<file path="src/trle_pkg.sv">
// Package for the tagged run-length byte encoder: command codes, result slot
// codes, the job record passed from front to back, and fixed sizes.
// No dependencies.
`timescale 1ns / 1ps

package trle_pkg;

    // Command codes carried on the input tuser
    typedef enum logic [1:0] {
        CMD_COUNT  = 2'd0,
        CMD_ENCODE = 2'd1,
        CMD_EMPTY  = 2'd2
    } cmd_t;

    // Tag search state
    typedef enum logic [1:0] {
        PICK_IDLE,
        PICK_GROUP,
        PICK_FINAL
    } pick_state_t;

    // Byte value space, split into groups for the two-step tag search
    localparam int VALUES  = 256;
    localparam int GROUP_W = 16;
    localparam int GROUP_N = VALUES / GROUP_W;
    localparam int GIDX_W  = $clog2(GROUP_W);
    localparam int GSEL_W  = $clog2(GROUP_N);

    localparam logic [7:0] RUN_CAP = 8'd255;
    localparam logic [7:0] RUN_ONE = 8'd1;
    localparam logic [7:0] RUN_TWO = 8'd2;

    // Result slots of one job, emitted from the lowest set bit upward
    localparam int SLOT_HEAD     = 0;  // tag opening the stream
    localparam int SLOT_PREV     = 1;  // second literal of a run of two
    localparam int SLOT_RUN_TAG  = 2;  // tag before a repeat count
    localparam int SLOT_RUN_CNT  = 3;  // repeat count
    localparam int SLOT_LIT      = 4;  // literal of the new run
    localparam int SLOT_END_TAG  = 5;  // tag closing the stream
    localparam int SLOT_END_ZERO = 6;  // zero closing the stream, last
    localparam int SLOT_STATUS   = 7;  // no-tag status, last
    localparam int SLOT_N        = 8;

    typedef logic [SLOT_N-1:0] slot_mask_t;

    typedef struct packed {
        slot_mask_t mask;
        logic [7:0] tag;
        logic [7:0] lit;
        logic [7:0] prev;
        logic [7:0] cnt;
    } job_t;

endpackage

</file>
<file path="src/trle_front.sv">
// Front end of the tagged RLE encoder: accepts input transactions, keeps the
// seen-value map, tag search and run state, and issues a job for each item that has results.
// Depends on trle_pkg.
`timescale 1ns / 1ps

module trle_front
    import trle_pkg::*;
(
    input  logic       clk,
    input  logic       rst_n,
    input  logic       s_tvalid,
    output logic       s_tready,
    input  logic [7:0] s_tdata,   // [7:0] in_byte
    input  logic [1:0] s_tuser,   // [1:0] cmd
    input  logic       s_tlast,
    input  logic       q_full,
    output logic       q_push,
    output job_t       q_job
);

    // Lowest clear bit position in a 16-bit word
    function automatic logic [GIDX_W-1:0] first_clear(input logic [GROUP_W-1:0] v);
        logic [GIDX_W-1:0] idx;
        idx = '0;
        for (int i = GROUP_W - 1; i >= 0; i--)
        begin
            if (!v[i])
            begin
                idx = GIDX_W'(i);
            end
        end
        return idx;
    endfunction

    logic [VALUES-1:0]  seen_reg, seen_next;
    logic [7:0]         tag_reg, tag_next;
    logic               missing_reg, missing_next;
    logic [7:0]         prev_reg, prev_next;
    logic [7:0]         run_reg, run_next;
    logic               started_reg, started_next;
    pick_state_t        pick_state_reg, pick_state_next;

    logic [GROUP_N-1:0] grp_free_reg, grp_free_next;
    logic [GIDX_W-1:0]  grp_idx_reg  [GROUP_N];
    logic [GIDX_W-1:0]  grp_idx_next [GROUP_N];

    logic               accept;
    cmd_t               cmd;
    logic [GSEL_W-1:0]  final_grp;
    logic               clear;
    job_t               job;

    assign accept   = s_tvalid && s_tready;
    assign cmd      = cmd_t'(s_tuser);
    assign s_tready = (pick_state_reg == PICK_IDLE) && !q_full;
    assign q_push   = accept && (job.mask != '0);
    assign q_job    = job;

    // Tag search, step one: lowest free value within each group
    always_comb
    begin
        for (int g = 0; g < GROUP_N; g++)
        begin
            grp_free_next[g] = ~&seen_reg[g*GROUP_W +: GROUP_W];
            grp_idx_next[g]  = first_clear(seen_reg[g*GROUP_W +: GROUP_W]);
        end
    end

    // Tag search, step two: lowest group that has a free value
    assign final_grp = first_clear(~grp_free_reg);

    // Tag search sequencing
    always_comb
    begin
        pick_state_next = pick_state_reg;
        case (pick_state_reg)
            PICK_IDLE:
            begin
                if (accept && (cmd == CMD_COUNT) && s_tlast)
                begin
                    pick_state_next = PICK_GROUP;
                end
            end
            PICK_GROUP: pick_state_next = PICK_FINAL;
            PICK_FINAL: pick_state_next = PICK_IDLE;
            default:    pick_state_next = PICK_IDLE;
        endcase
    end

    // Classify the accepted transaction, build its job, advance run state
    always_comb
    begin
        seen_next    = seen_reg;
        tag_next     = tag_reg;
        missing_next = missing_reg;
        prev_next    = prev_reg;
        run_next     = run_reg;
        started_next = started_reg;
        clear        = 1'b0;
        job.mask     = '0;
        job.tag      = tag_reg;
        job.lit      = s_tdata;
        job.prev     = prev_reg;
        job.cnt      = run_reg - RUN_ONE;

        if (pick_state_reg == PICK_FINAL)
        begin
            tag_next     = {final_grp, grp_idx_reg[final_grp]};
            missing_next = (grp_free_reg == '0);
        end

        if (accept)
        begin
            case (cmd)
                CMD_COUNT:
                begin
                    seen_next[s_tdata] = 1'b1;
                end
                CMD_ENCODE:
                begin
                    if (missing_reg)
                    begin
                        if (s_tlast)
                        begin
                            job.mask[SLOT_STATUS] = 1'b1;
                            clear = 1'b1;
                        end
                    end
                    else
                    begin
                        if (!started_reg)
                        begin
                            job.mask[SLOT_HEAD] = 1'b1;
                            job.mask[SLOT_LIT]  = 1'b1;
                            prev_next    = s_tdata;
                            run_next     = RUN_ONE;
                            started_next = 1'b1;
                        end
                        else if ((s_tdata != prev_reg) || (run_reg == RUN_CAP) || s_tlast)
                        begin
                            if (run_reg == RUN_TWO)
                            begin
                                job.mask[SLOT_PREV] = 1'b1;
                            end
                            else if (run_reg > RUN_TWO)
                            begin
                                job.mask[SLOT_RUN_TAG] = 1'b1;
                                job.mask[SLOT_RUN_CNT] = 1'b1;
                            end
                            job.mask[SLOT_LIT] = 1'b1;
                            prev_next = s_tdata;
                            run_next  = RUN_ONE;
                        end
                        else
                        begin
                            run_next = run_reg + RUN_ONE;
                        end

                        if (s_tlast)
                        begin
                            job.mask[SLOT_END_TAG]  = 1'b1;
                            job.mask[SLOT_END_ZERO] = 1'b1;
                            clear = 1'b1;
                        end
                    end
                end
                CMD_EMPTY:
                begin
                    job.mask[SLOT_HEAD]     = 1'b1;
                    job.mask[SLOT_END_TAG]  = 1'b1;
                    job.mask[SLOT_END_ZERO] = 1'b1;
                    job.tag = 8'd0;
                    clear   = 1'b1;
                end
                default: ;
            endcase
        end

        // Return block state to reset values at the end of a block
        if (clear)
        begin
            seen_next    = '0;
            tag_next     = 8'd0;
            missing_next = 1'b0;
            prev_next    = 8'd0;
            run_next     = RUN_ONE;
            started_next = 1'b0;
        end
    end

    // Block state and tag search registers
    always_ff @(posedge clk or negedge rst_n)
    begin
        if (!rst_n)
        begin
            seen_reg       <= '0;
            tag_reg        <= 8'd0;
            missing_reg    <= 1'b0;
            prev_reg       <= 8'd0;
            run_reg        <= RUN_ONE;
            started_reg    <= 1'b0;
            pick_state_reg <= PICK_IDLE;
        end
        else
        begin
            seen_reg       <= seen_next;
            tag_reg        <= tag_next;
            missing_reg    <= missing_next;
            prev_reg       <= prev_next;
            run_reg        <= run_next;
            started_reg    <= started_next;
            pick_state_reg <= pick_state_next;
        end
    end

    // Group results of the tag search
    always_ff @(posedge clk)
    begin
        if (pick_state_reg == PICK_GROUP)
        begin
            grp_free_reg <= grp_free_next;
            grp_idx_reg  <= grp_idx_next;
        end
    end

`ifndef SYNTHESIS
    // Encode-pass end returns the run state to its start
    assert property (@(posedge clk) disable iff (!rst_n)
        (accept && (cmd == CMD_ENCODE) && s_tlast) |=> (!started_reg && (run_reg == RUN_ONE)))
    else $error("run state not cleared after block end");

    // A finished count pass leads to a tag search with input held off
    assert property (@(posedge clk) disable iff (!rst_n)
        (accept && (cmd == CMD_COUNT) && s_tlast) |=> (pick_state_reg == PICK_GROUP) ##1
        (pick_state_reg == PICK_FINAL))
    else $error("tag search not sequenced after count pass");
`endif

endmodule

</file>
<file path="src/trle_fifo.sv">
// Job queue between the front and back ends of the tagged RLE encoder.
// Depends on trle_pkg.
`timescale 1ns / 1ps

module trle_fifo
    import trle_pkg::*;
#(
    parameter int DEPTH = 4
)
(
    input  logic clk,
    input  logic rst_n,
    input  logic push,
    input  job_t push_data,
    output logic full,
    input  logic pop,
    output logic pop_valid,
    output job_t pop_data
);

    localparam int PW = $clog2(DEPTH);
    localparam int CW = $clog2(DEPTH + 1);

    job_t          mem [DEPTH];
    logic [PW-1:0] wr_ptr_reg;
    logic [PW-1:0] rd_ptr_reg;
    logic [CW-1:0] count_reg;

    assign full      = (count_reg == CW'(DEPTH));
    assign pop_valid = (count_reg != '0);
    assign pop_data  = mem[rd_ptr_reg];

    // Store pushed jobs
    always_ff @(posedge clk)
    begin
        if (push)
        begin
            mem[wr_ptr_reg] <= push_data;
        end
    end

    // Advance pointers and occupancy
    always_ff @(posedge clk or negedge rst_n)
    begin
        if (!rst_n)
        begin
            wr_ptr_reg <= '0;
            rd_ptr_reg <= '0;
            count_reg  <= '0;
        end
        else
        begin
            if (push)
            begin
                wr_ptr_reg <= (wr_ptr_reg == PW'(DEPTH - 1)) ? '0 : wr_ptr_reg + 1'b1;
            end
            if (pop)
            begin
                rd_ptr_reg <= (rd_ptr_reg == PW'(DEPTH - 1)) ? '0 : rd_ptr_reg + 1'b1;
            end
            if (push && !pop)
            begin
                count_reg <= count_reg + 1'b1;
            end
            else if (pop && !push)
            begin
                count_reg <= count_reg - 1'b1;
            end
        end
    end

`ifndef SYNTHESIS
    // No job written into a full queue
    assert property (@(posedge clk) disable iff (!rst_n) push |-> !full)
    else $error("job queue overflow");

    // No job taken from an empty queue
    assert property (@(posedge clk) disable iff (!rst_n) pop |-> pop_valid)
    else $error("job queue underflow");
`endif

endmodule

</file>
<file path="src/trle_back.sv">
// Back end of the tagged RLE encoder: expands queued jobs into result
// transactions, one byte per cycle while m_tready does not stall it, through an output register.
// Depends on trle_pkg.
`timescale 1ns / 1ps

module trle_back
    import trle_pkg::*;
(
    input  logic       clk,
    input  logic       rst_n,
    input  logic       q_valid,
    input  job_t       q_job,
    output logic       q_pop,
    output logic       m_tvalid,
    input  logic       m_tready,
    output logic [7:0] m_tdata,   // [7:0] out_byte
    output logic [0:0] m_tuser,   // [0] out_status
    output logic       m_tlast
);

    slot_mask_t cur_mask_reg;
    job_t       cur_job_reg;
    logic       m_valid_reg;
    logic [7:0] m_data_reg;
    logic       m_status_reg;
    logic       m_last_reg;

    logic       adv;
    logic       emit;
    slot_mask_t mask_after;
    logic [7:0] sel_byte;
    logic       sel_last;
    logic       sel_status;

    assign adv        = !m_valid_reg || m_tready;
    assign emit       = adv && (cur_mask_reg != '0);
    assign mask_after = emit ? (cur_mask_reg & (cur_mask_reg - 1'b1)) : cur_mask_reg;
    assign q_pop      = q_valid && (mask_after == '0);

    assign m_tvalid   = m_valid_reg;
    assign m_tdata    = m_data_reg;
    assign m_tuser    = m_status_reg;
    assign m_tlast    = m_last_reg;

    // Pick the result of the lowest pending slot
    always_comb
    begin
        sel_byte   = 8'd0;
        sel_last   = 1'b0;
        sel_status = 1'b0;
        if (cur_mask_reg[SLOT_HEAD])
        begin
            sel_byte = cur_job_reg.tag;
        end
        else if (cur_mask_reg[SLOT_PREV])
        begin
            sel_byte = cur_job_reg.prev;
        end
        else if (cur_mask_reg[SLOT_RUN_TAG])
        begin
            sel_byte = cur_job_reg.tag;
        end
        else if (cur_mask_reg[SLOT_RUN_CNT])
        begin
            sel_byte = cur_job_reg.cnt;
        end
        else if (cur_mask_reg[SLOT_LIT])
        begin
            sel_byte = cur_job_reg.lit;
        end
        else if (cur_mask_reg[SLOT_END_TAG])
        begin
            sel_byte = cur_job_reg.tag;
        end
        else if (cur_mask_reg[SLOT_END_ZERO])
        begin
            sel_last = 1'b1;
        end
        else
        begin
            sel_last   = 1'b1;
            sel_status = 1'b1;
        end
    end

    // Track pending slots and load the next job
    always_ff @(posedge clk or negedge rst_n)
    begin
        if (!rst_n)
        begin
            cur_mask_reg <= '0;
            m_valid_reg  <= 1'b0;
        end
        else
        begin
            cur_mask_reg <= q_pop ? q_job.mask : mask_after;
            if (adv)
            begin
                m_valid_reg <= emit;
            end
        end
    end

    // Job payload and output register payload
    always_ff @(posedge clk)
    begin
        if (q_pop)
        begin
            cur_job_reg <= q_job;
        end
        if (emit)
        begin
            m_data_reg   <= sel_byte;
            m_last_reg   <= sel_last;
            m_status_reg <= sel_status;
        end
    end

`ifndef SYNTHESIS
    // A no-tag status always closes the block
    assert property (@(posedge clk) disable iff (!rst_n)
        (m_tvalid && m_tuser[0]) |-> (m_tlast && (m_tdata == 8'd0)))
    else $error("status result not final");
`endif

endmodule

</file>
<file path="src/tagged_rle_byte_encoder_core.sv">
// Result path: an item's job passes the job queue, the pending-slot register and the output
// register before m_tvalid of its first result rises.
// Throughput: one input transaction per cycle, one result per cycle while m_tready is high;
// after a count pass ends, the two-step tag search holds s_tready low, as does a full
// job queue of QUEUE_DEPTH entries, which absorbs result bursts.
// Reset: rst_n clears the value map, tag, run state, queue and output register.
`timescale 1ns / 1ps

module tagged_rle_byte_encoder_core
    import trle_pkg::*;
#(
    parameter int QUEUE_DEPTH = 4
)
(
    input  logic       clk,
    input  logic       rst_n,
    input  logic       s_tvalid,
    output logic       s_tready,
    input  logic [7:0] s_tdata,   // [7:0] in_byte
    input  logic [1:0] s_tuser,   // [1:0] cmd
    input  logic       s_tlast,   // in_last
    output logic       m_tvalid,
    input  logic       m_tready,
    output logic [7:0] m_tdata,   // [7:0] out_byte
    output logic [0:0] m_tuser,   // [0] out_status
    output logic       m_tlast    // out_last
);

    logic q_full;
    logic q_push;
    job_t q_push_job;
    logic q_pop;
    logic q_valid;
    job_t q_pop_job;

    // Classify transactions and issue jobs
    trle_front u_front (
        .clk      (clk),
        .rst_n    (rst_n),
        .s_tvalid (s_tvalid),
        .s_tready (s_tready),
        .s_tdata  (s_tdata),
        .s_tuser  (s_tuser),
        .s_tlast  (s_tlast),
        .q_full   (q_full),
        .q_push   (q_push),
        .q_job    (q_push_job)
    );

    // Buffer jobs between front and back
    trle_fifo #(
        .DEPTH (QUEUE_DEPTH)
    ) u_fifo (
        .clk       (clk),
        .rst_n     (rst_n),
        .push      (q_push),
        .push_data (q_push_job),
        .full      (q_full),
        .pop       (q_pop),
        .pop_valid (q_valid),
        .pop_data  (q_pop_job)
    );

    // Expand jobs into result transactions
    trle_back u_back (
        .clk      (clk),
        .rst_n    (rst_n),
        .q_valid  (q_valid),
        .q_job    (q_pop_job),
        .q_pop    (q_pop),
        .m_tvalid (m_tvalid),
        .m_tready (m_tready),
        .m_tdata  (m_tdata),
        .m_tuser  (m_tuser),
        .m_tlast  (m_tlast)
    );

endmodule

</file>
<file path="config.mk">
export PLATFORM = sky130hd
export DESIGN_NAME = tagged_rle_byte_encoder_core
export DESIGN_NICKNAME = d
export VERILOG_FILES = /design/src/trle_pkg.sv /design/src/trle_front.sv /design/src/trle_fifo.sv /design/src/trle_back.sv /design/src/tagged_rle_byte_encoder_core.sv
export SDC_FILE = /design/constraint.sdc
export NUM_CORES = 1
export LEC_CHECK = 0
export ABC_AREA = 1
export BUFFER_PORTS_ARGS = -buffer_cell sky130_fd_sc_hd__buf_2
export CAP_MARGIN = 20
export CORE_MARGIN = 2
export CORE_UTILIZATION = 55
export DETAILED_ROUTE_END_ITERATION = 10
export GPL_TIMING_DRIVEN = 0
export PLACE_DENSITY = 0.75
export SYNTH_ARGS = -nofsm -noshare
export SYNTH_HDL_FRONTEND = slang
export SYNTH_SLANG_ARGS = --single-unit
export TNS_END_PERCENT = 10
</file>
<file path="constraint.sdc">
create_clock -name clk -period 4.3 [get_ports clk]
set_input_delay 1.075 -clock clk [delete_from_list [all_inputs] [get_ports clk]]
set_output_delay 1.075 -clock clk [all_outputs]
set_load 0.02 [all_outputs]
</file>
# Yosys cells after proc, flatten, opt, wreduce, memory -nomap -nowiden

Memory sizes are Yosys's and may differ from the RTL's.
Index checks and enable logic that the tools add are counted.
Widths: inputs -> output; s select.

Bits in registers: 422
Output and inout bits: 12
RAM bits: 160
Logic and storage cells: 548
Memories: 1
Bits of input ports: 15

Memory list:

| name       | depth | width | rd ports | clocked after Yosys merged registers in | wr ports | line            | text |
|---|---|---|---|---|---|---|---|
| u_fifo.mem | 4     | 40    | 1        | 0                                       | 1        | trle_fifo.sv:24 | `job_t mem [DEPTH];` |

Multiplexer cells: 321
Bitwise operators: 4
$add $sub $neg: 7
Reduce and logical (&&, ||, !) cells: 114
Equal/unequal tests: 13
Order comparisons: 4

Operators with widths:

| cell                | number |
|---|---|
| $mux 256            | 3 |
| $mux 4              | 148 |
| $or 256x256->256    | 1 |
| $reduce_and 16->1   | 16 |
| $mux 3              | 67 |
| $mux 8              | 23 |
| $reduce_and 8->1    | 16 |
| $mux 2              | 38 |
| $reduce_and 4->1    | 17 |
| $mux 1              | 34 |
| $reduce_and 2->1    | 17 |
| $logic_not 1->1     | 20 |
| $bmux 4 s4          | 1 |
| $logic_not 16->1    | 1 |
| $mux 16             | 1 |
| $not 16->16         | 1 |
| $reduce_bool 8->1   | 2 |
| $sub 8x1->8 const B | 2 |
| $logic_and 1x1->1   | 10 |
| $reduce_bool 2->1   | 5 |
| $lt 8x9->1 const B  | 1 |
| $add 8x1->8 const B | 1 |
| $and 8x8->8         | 1 |
| $demux 1 s8         | 1 |
| other kinds (25)    | 36 |

# Longest topological paths before layout

Gate-level depths: netlist of run 1.

Depth after elaboration: 23
Mapped depth: 24
Gate-level depth less buffers: 23

# Hierarchy

Synthesis of run 1 repeated with hierarchy kept, for this count alone.

Cells, all modules: 2733
Area, all modules: 26253.9 um^2

By module, submodules not included:

| module     | cells an instance | area each (um^2) | sequential area each (um^2) | times used |
|---|---|---|---|---|
| trle_front | 2020              | 17260.3          | 9510.4                      | 1 |
| trle_fifo  | 519               | 6801.5           | 4979.8                      | 1 |
| trle_back  | 194               | 2192.1           | 1486.4                      | 1 |

# Least setup slack after synthesis of run 1

No wires, ideal clock.

Kind: reg2reg
Start: reg u_front.pick_state_reg[1]
End: reg u_front.grp_free_reg[0], enable pin
Cell stages (with the launch flop): 2
Slack: 0.031 ns
Arrival: 3.750 ns
Library setup time: 0.520 ns
Period minus slack after synthesis: 4.269 ns
Path through: dfrtp_1 nor2_1

Word-level cells in the longest chain between the ends: 1

Ends and longest elaborated chain:

| element                | line              | text |
|---|---|---|
| start, declared        | trle_front.sv:41  | `pick_state_t pick_state_reg, pick_state_next;` |
| start signal, assigned | trle_front.sv:212 | `pick_state_reg <= pick_state_next;` |
| $eq 2x1->1             | trle_front.sv:219 | `if (pick_state_reg == PICK_GROUP)` |
| end signal, assigned   | trle_front.sv:221 | `grp_free_reg <= grp_free_next;` |
| end, declared          | trle_front.sv:43  | `logic [GROUP_N-1:0] grp_free_reg, grp_free_next;` |

Every way passes these cells.
A chain may end at the register's enable or synchronous reset.

==> impl_results.md, run 1 <==
- Startpoint type of the worst setup path: input pin
- P per Cell Area: between 500 and 600 mW/mm²
- Vias per cell: just under 6
- Total wire length: between 60 and 70 mm
- Largest net degree at the start of global routing: 124
- Commonest non-fill, non-tap cell in the layout: nand2_1
- # DRC: 0
- Max cap viols: 0
- Kind of end point of the critical path: flip-flop
- Worst-margin pin slew: 973.7 ps
- Initial Utilization: 0.5569
- First-pass GRT wire length: 102.9 mm
- Chip height: roughly 220 µm
- Routed Antenna Nets: 0
- Clk buf depth: 3
- Max Freq: approximately 270 MHz
- Worst path arrival time: approximately 4200 ps
- Gp weighted congestion: around 0.97
- Crit path kind: in2reg
- Tot Pwr: around 15000 µW
- Fin. max-slew vios: 0
- Post-place setup slack: roughly 19 ps
- Clock Latency Late Sink: around 640 ps
- Drt first pass iters: 6
- CTS resizes: 0
- Crit path required time: 4820 ps
- Post-synth EDFFs: 274
- Num rows: 78
- Tmin final: approximately 3700 ps
- Worst-path maximum fanout: 8
- Die extent in x: roughly 220 µm
- Hold-fix buffer count after cts: 0
- Area post-placement: around 0.026 mm²
- Initial antenna violation count: 2
- Vias in the first global route: roughly 19000
- Full die area: approximately 0.048 mm²
- Fraction of layout cells with a size suffix above 1: 0.07817
- Leakage: about 0.011 µW
- Initial drt markers: approximately 2300
- Finish-stage setup viols: 0
- Clock root cell: clkbuf_16
- Post-route clock period utilization: 0.8498
- Core area: 0.04528 mm²
- Worst vdd ir: approximately 0.65 mV
- Area delta synth->final: 12.22%
- Final net count: 2704
- Max reg flops: 256
- Async SR Flop Fraction: 0.5226
- Hold WC Path Type: in2async
- Post-CTS Setup Repair Bufs: 0
- Setup ws final: between 600 and 700 ps
- Register bit count reported by yosys: ~570
- Final Skew: about 20 ps
- Max H-tree Level: 2
- Hpwl dp: 43.87 mm
- Top-Level Pins: 27
- Synth Area per Inst: 9.767 µm²
- Buffers on Ports: 26
- Leading area contributor after synthesis: edfxtp_1
- Status: completed
- RSZ-0062 raised after global routing: no
- Non-filler cells, final: between 3000 and 4000
- Post-Syn Area: about 0.025 mm²
- Synth top area cells: edfxtp_1 (33%), dfrtp_1 (30%), a21oi_1 (6.5%), nand2_1 (6.3%), inv_1 (4.9%)
- Syn Inst Count: around 2600
- Via count: approximately 20000
- Netlist cell types: 53
- Gr usage total: 0.2808
- Wire length per cell: between 15 and 20 µm
- Ys Warns: 0
- Post-route cell area: about 0.028 mm²
- Total CTS buffers: just under 60
- Sequential area share after synthesis: 0.6240
- Total gr overflow: 0
- Sink Count: about 570
- CTS tree: built
- Most frequent cells in the layout: nand2_1 (420), inv_1 (332), a21oi_1 (329), dfrtp_1 (299), edfxtp_1 (274)
- Final hold vios: 0
- Synth top area share: 0.3263
- Clock slew seen by the registers of the worst setup and hold paths: 60 ps
- Worst slew margin: 0.3459
- Number of placed instances, taps included: 3216
- Primary FF master, synth: dfrtp_1
- Synthesized net count: 2610
## final timing paths
check | start | endpoint | slack (ps) | depth (start not counted)
hold / removal | rst_n | u_back.cur_mask_reg[1] | 380 | 1
setup / recovery | s_tuser[0] | u_fifo.count_reg[2] | 650 | 15
setup reg to reg | u_front.pick_state_reg[1] | u_fifo.count_reg[2] | 720 | 14
max in group asynchronous | rst_n | u_front.seen_reg[167] | 2890 | 2
hold reg to reg | u_front.tag_reg[1] | u_front.tag_reg[1] | 490 | 2
min in group clk | u_front.tag_reg[1] | u_front.tag_reg[1] | 490 | 2
## kinds of logic after synthesis
family,share of synthesized area
buffers and inverters,0.06916
AOI/OAI and AO/OA,0.1402
adders and majority gates,0.006747
and+or+nand+nor,0.1560
xor gates and xnor gates,0.003473
muxes,0.0004465
DFF,0.6240
## synthesized netlist by cell type, drive strengths merged, types with 2 or more instances
| library cell | instances |
|---|---|
| edfxtp | 274 |
| a221oi | 2 |
| nor4 | 18 |
| inv | 338 |
| o21ai | 146 |
| a21boi | 16 |
| xor2 | 6 |
| a211oi | 17 |
| dfrtp | 299 |
| nor2 | 247 |
| nand3 | 125 |
| clkbuf | 69 |
| o22ai | 52 |
| nand2 | 424 |
| o311ai | 17 |
| nand3b | 8 |
| a31o | 16 |
| a2111oi | 2 |
| a31oi | 18 |
| ha | 12 |
| buf | 34 |
| o211ai | 9 |
| nor3 | 60 |
| nand4 | 24 |
| clkinv | 3 |
| xnor2 | 4 |
| a21oi | 331 |
## metal layers
layer / track usage / vias to the layer above / part of all wire
met5: 0 / - / 0
met4: 0.1011 / 0 / 0.030
met3: 0.06221 / 148 / 0.10
met2: 0.4451 / 987 / 0.47
met1: 0.3836 / 9495 / 0.40
li1: - / 8964 / -
## power breakdown
part	internal [µW]	switching, µW
Combinational	831	2020
Clock	3000	2190
Sequential	6720	414
## stage by stage
stage,hold WS [ps],util,TNS (ps)
global route,400.7,0.6248,0
global placement,471.7,0.5764,-1414400
floorplan,446.3,-,0
finish,383.2,0.6250,0
detailed placement,482.0,0.5815,0
CTS,371.5,0.6248,0
## critical path: stages
cell	delay (ps)
buf_2	160
inv_1	100
ha_1	310
nand2_1	90
nor2_4	220
inv_2	120
a21oi_1	680
nor3_4	210
inv_2	160
ha_1	150
inv_1	70
fa_1	440
a21oi_1	140
o21ai_0	110
xnor2_1	140
## area by class of cell
type                            instances  area, µm²
Fill cell                            3543      16980
Multi-Input combinational cell       1564       7776
Clock inverter                         38      451.7
Clock buffer                           71       1510
Inverter                              341       1280
Sequential cell                       574      15740
Antenna cell                            4      10.01
Timing Repair Buffer                   34      322.8
Buffer                                103      464.2
Tap cell                              600      750.7
Note: power is estimated with default switching activity, not from simulation.
==> run 2, diff against run 1 <==
Settings changed: PLACE_DENSITY 0.75 to 0.72.
Clock period 4.3 ns to 3.7 ns, I/O delays scaled along.
==> impl_results.md, run 2 (synthesis results as in run 1) <==
- CP top delay family: simple AND/OR/NAND/NOR gates
- CP Capture Point: u_fifo.count_reg[1]
- Post-route clock period utilization: 0.9266
- Fraction of layout cells with a size suffix above 1: 0.07991
- Max cap viols: 0
- Hpwl dp: between 40 and 50 mm
- RSZ-0062 raised after global routing: no
- Die extent in x: 218.1 µm
- Hold WC Path Type: in2async
- Via count: 19440
- Sink Count: 574
- Reg2reg path depth: 17
- Clock root cell: clkbuf_16
- Clock Latency Late Sink: 640 ps
- Gr usage total: 0.2813
- Initial antenna violation count: 1
- Worst path arrival time: approximately 3900 ps
- Setup ws final: between 200 and 300 ps
- Wire length per cell: a little under 20 µm
- Tmin final: between 3000 and 4000 ps
- Status: completed
- Total CTS buffers: 59
- Largest net degree at the start of global routing: approximately 110
- Hold-fix buffer count after cts: 0
- Max H-tree Level: 2
- Worst-path maximum fanout: 11
- Kind of end point of the critical path: flip-flop
- # DRC: 0
- Post-place setup slack: -385.7 ps
- Startpoint type of the worst setup path: input pin
- Final net count: roughly 2700
- Final hold vios: 0
- Clk buf depth: 3
- Num rows: 78
- Levels on crit path: 15
- Commonest non-fill, non-tap cell in the layout: nand2_1
- Vias in the first global route: 18840
- Max reg flops: between 200 and 300
- Leakage: about 0.011 µW
- CP bufs+invs: 5
- Total gr overflow: 0
- Drt first pass iters: 6
- Crit path kind: in2reg
- Gp weighted congestion: between 0.9 and 1
- Worst-margin pin slew: ~1100 ps
- Finish-stage setup viols: 0
- Core area: around 0.045 mm²
- Area delta synth->final: 12.47%
- CTS tree: built
- Vias per cell: around 5.8
- CP cell instances: buf_2, buf_2, xor2_1, a221oi_1, nand3_1, a211oi_1, inv_1, nor2_2, nor2_4, nor3_4, inv_2, ha_1, inv_1, fa_1, mux2_2
- Full die area: ~0.048 mm²
- Final core utilization: 0.6264
- Final Skew: 25.94 ps
- Fin. max-slew vios: 0
- Chip height: approximately 220 µm
- Area post-placement: around 0.026 mm²
- Initial drt markers: roughly 2000
- Clock slew seen by the registers of the worst setup and hold paths: approximately 60 ps
- Total wire length: 65.84 mm
- R2R Setup Slk: 320 ps
- Max Freq: ~290 MHz
- Number of placed instances, taps included: approximately 3200
- Top-Level Pins: 27
- Post-CTS Setup Repair Bufs: 0
- Highest cell delay on the worst timing path: ~430 ps
- Worst slew margin: 0.2750
- Initial Utilization: 0.5569
- Non-filler cells, final: between 3000 and 4000
- Crit path required time: around 4200 ps
- Routed Antenna Nets: 0
- Post-route cell area: about 0.028 mm²
- FF/Latch Area: ~0.016 mm²
- Worst r2r src: u_front.run_reg[0]
- R2R Path End: u_fifo.count_reg[2]
- Worst vdd ir: between 0.7 and 0.8 mV
- Slowest CP cell: nor3_4
- Most frequent cells in the layout: nand2_1 (420), inv_1 (332), a21oi_1 (328), dfrtp_1 (299), edfxtp_1 (274)
- P per Cell Area: between 600 and 700 mW/mm²
- Tot Pwr: roughly 18000 µW
- Multi-input logic area: between 0.007 and 0.008 mm²
- First-pass GRT wire length: 102.6 mm
- Buffers on Ports: 26
- Worst Setup SP: s_tdata[3]
- Layout filler cell count: roughly 3600
run 2: cell count changes in the layout (fill, tap and decap cells not counted), sizes merged:
cell and delta:
clkbuf +11, diode -3, bufinv -1, clkinvlp -3
clkinv -4
run 2: worst min path at each step:
| stage | from | to | slack, ps | depth (start not counted) |
|---|---|---|---|---|
| after floorplan | u_front.tag_reg[0] | u_front.tag_reg[0] | 450 | 2 |
| after global placement | u_front.tag_reg[3] | u_front.tag_reg[3] | 470 | 2 |
| after detailed placement | u_front.tag_reg[0] | u_front.tag_reg[0] | 470 | 2 |
| after CTS | rst_n | u_back.cur_mask_reg[3] | 340 | 1 |
| after global routing | rst_n | u_back.cur_mask_reg[3] | 350 | 1 |
| final | rst_n | u_back.cur_mask_reg[3] | 300 | 1 |
run 2: report_power, final:
| part | leakage, µW | total, µW | internal, µW | switching (µW) |
|---|---|---|---|---|
| registers | 0.00662 | 8250 | 7810 | 445 |
| logic | 0.00349 | 3340 | 964 | 2370 |
| clock network | 0.000994 | 6160 | 3650 | 2510 |
| total | 0.0111 | 17700 | 12400 | 5330 |
run 2: per-layer routing:
layer	share of wire	up-vias	GRT usage
met5	0.00020	-	0
met4	0.037	2	0.1088
met3	0.079	157	0.05344
met2	0.46	788	0.4458
met1	0.42	9512	0.3873
li1	-	8980	-
run 2: worst register-to-register path, stage by stage (launching register included):
cell      delay, ps
dfstp_2         550
ha_1            200
nand2_1          70
nor2_1          180
nand3_1         130
nor2_1          190
a211oi_1        100
inv_1           100
nor2_2           70
nor2_4          310
nor3_4          150
inv_2           160
ha_1            150
inv_1            70
fa_1            430
a21oi_1         140
o21ai_0         110
xnor2_1         140
run 2: repair_timing:
item                                    in CTS  in global routing
hold endpoints to repair                     0                  0
endpoints found under the setup margin       0                  1
gates resized for setup                      0                  2
run 2: area by class of cell:
cell class,count,area share
clock buffer,82,0.05898
timing repair buffer,34,0.01112
buffer,103,0.01637
clock inverter,30,0.01262
inverter,341,0.04513
sequential,574,0.5548
multi-input combinational,1564,0.2745
antenna,1,0.00008822
tap,600,0.02647
run 2: stage by stage:
| step | hold WS [ps] | setup TNS [ps] |
|---|---|---|
| after floorplan | 449.1 | -52390 |
| after global placement | 474.4 | -1536150 |
| after global routing | 352.1 | 0 |
| after CTS | 339.9 | 0 |
| after detailed placement | 468.8 | -15630 |
| final | 297.5 | 0 |
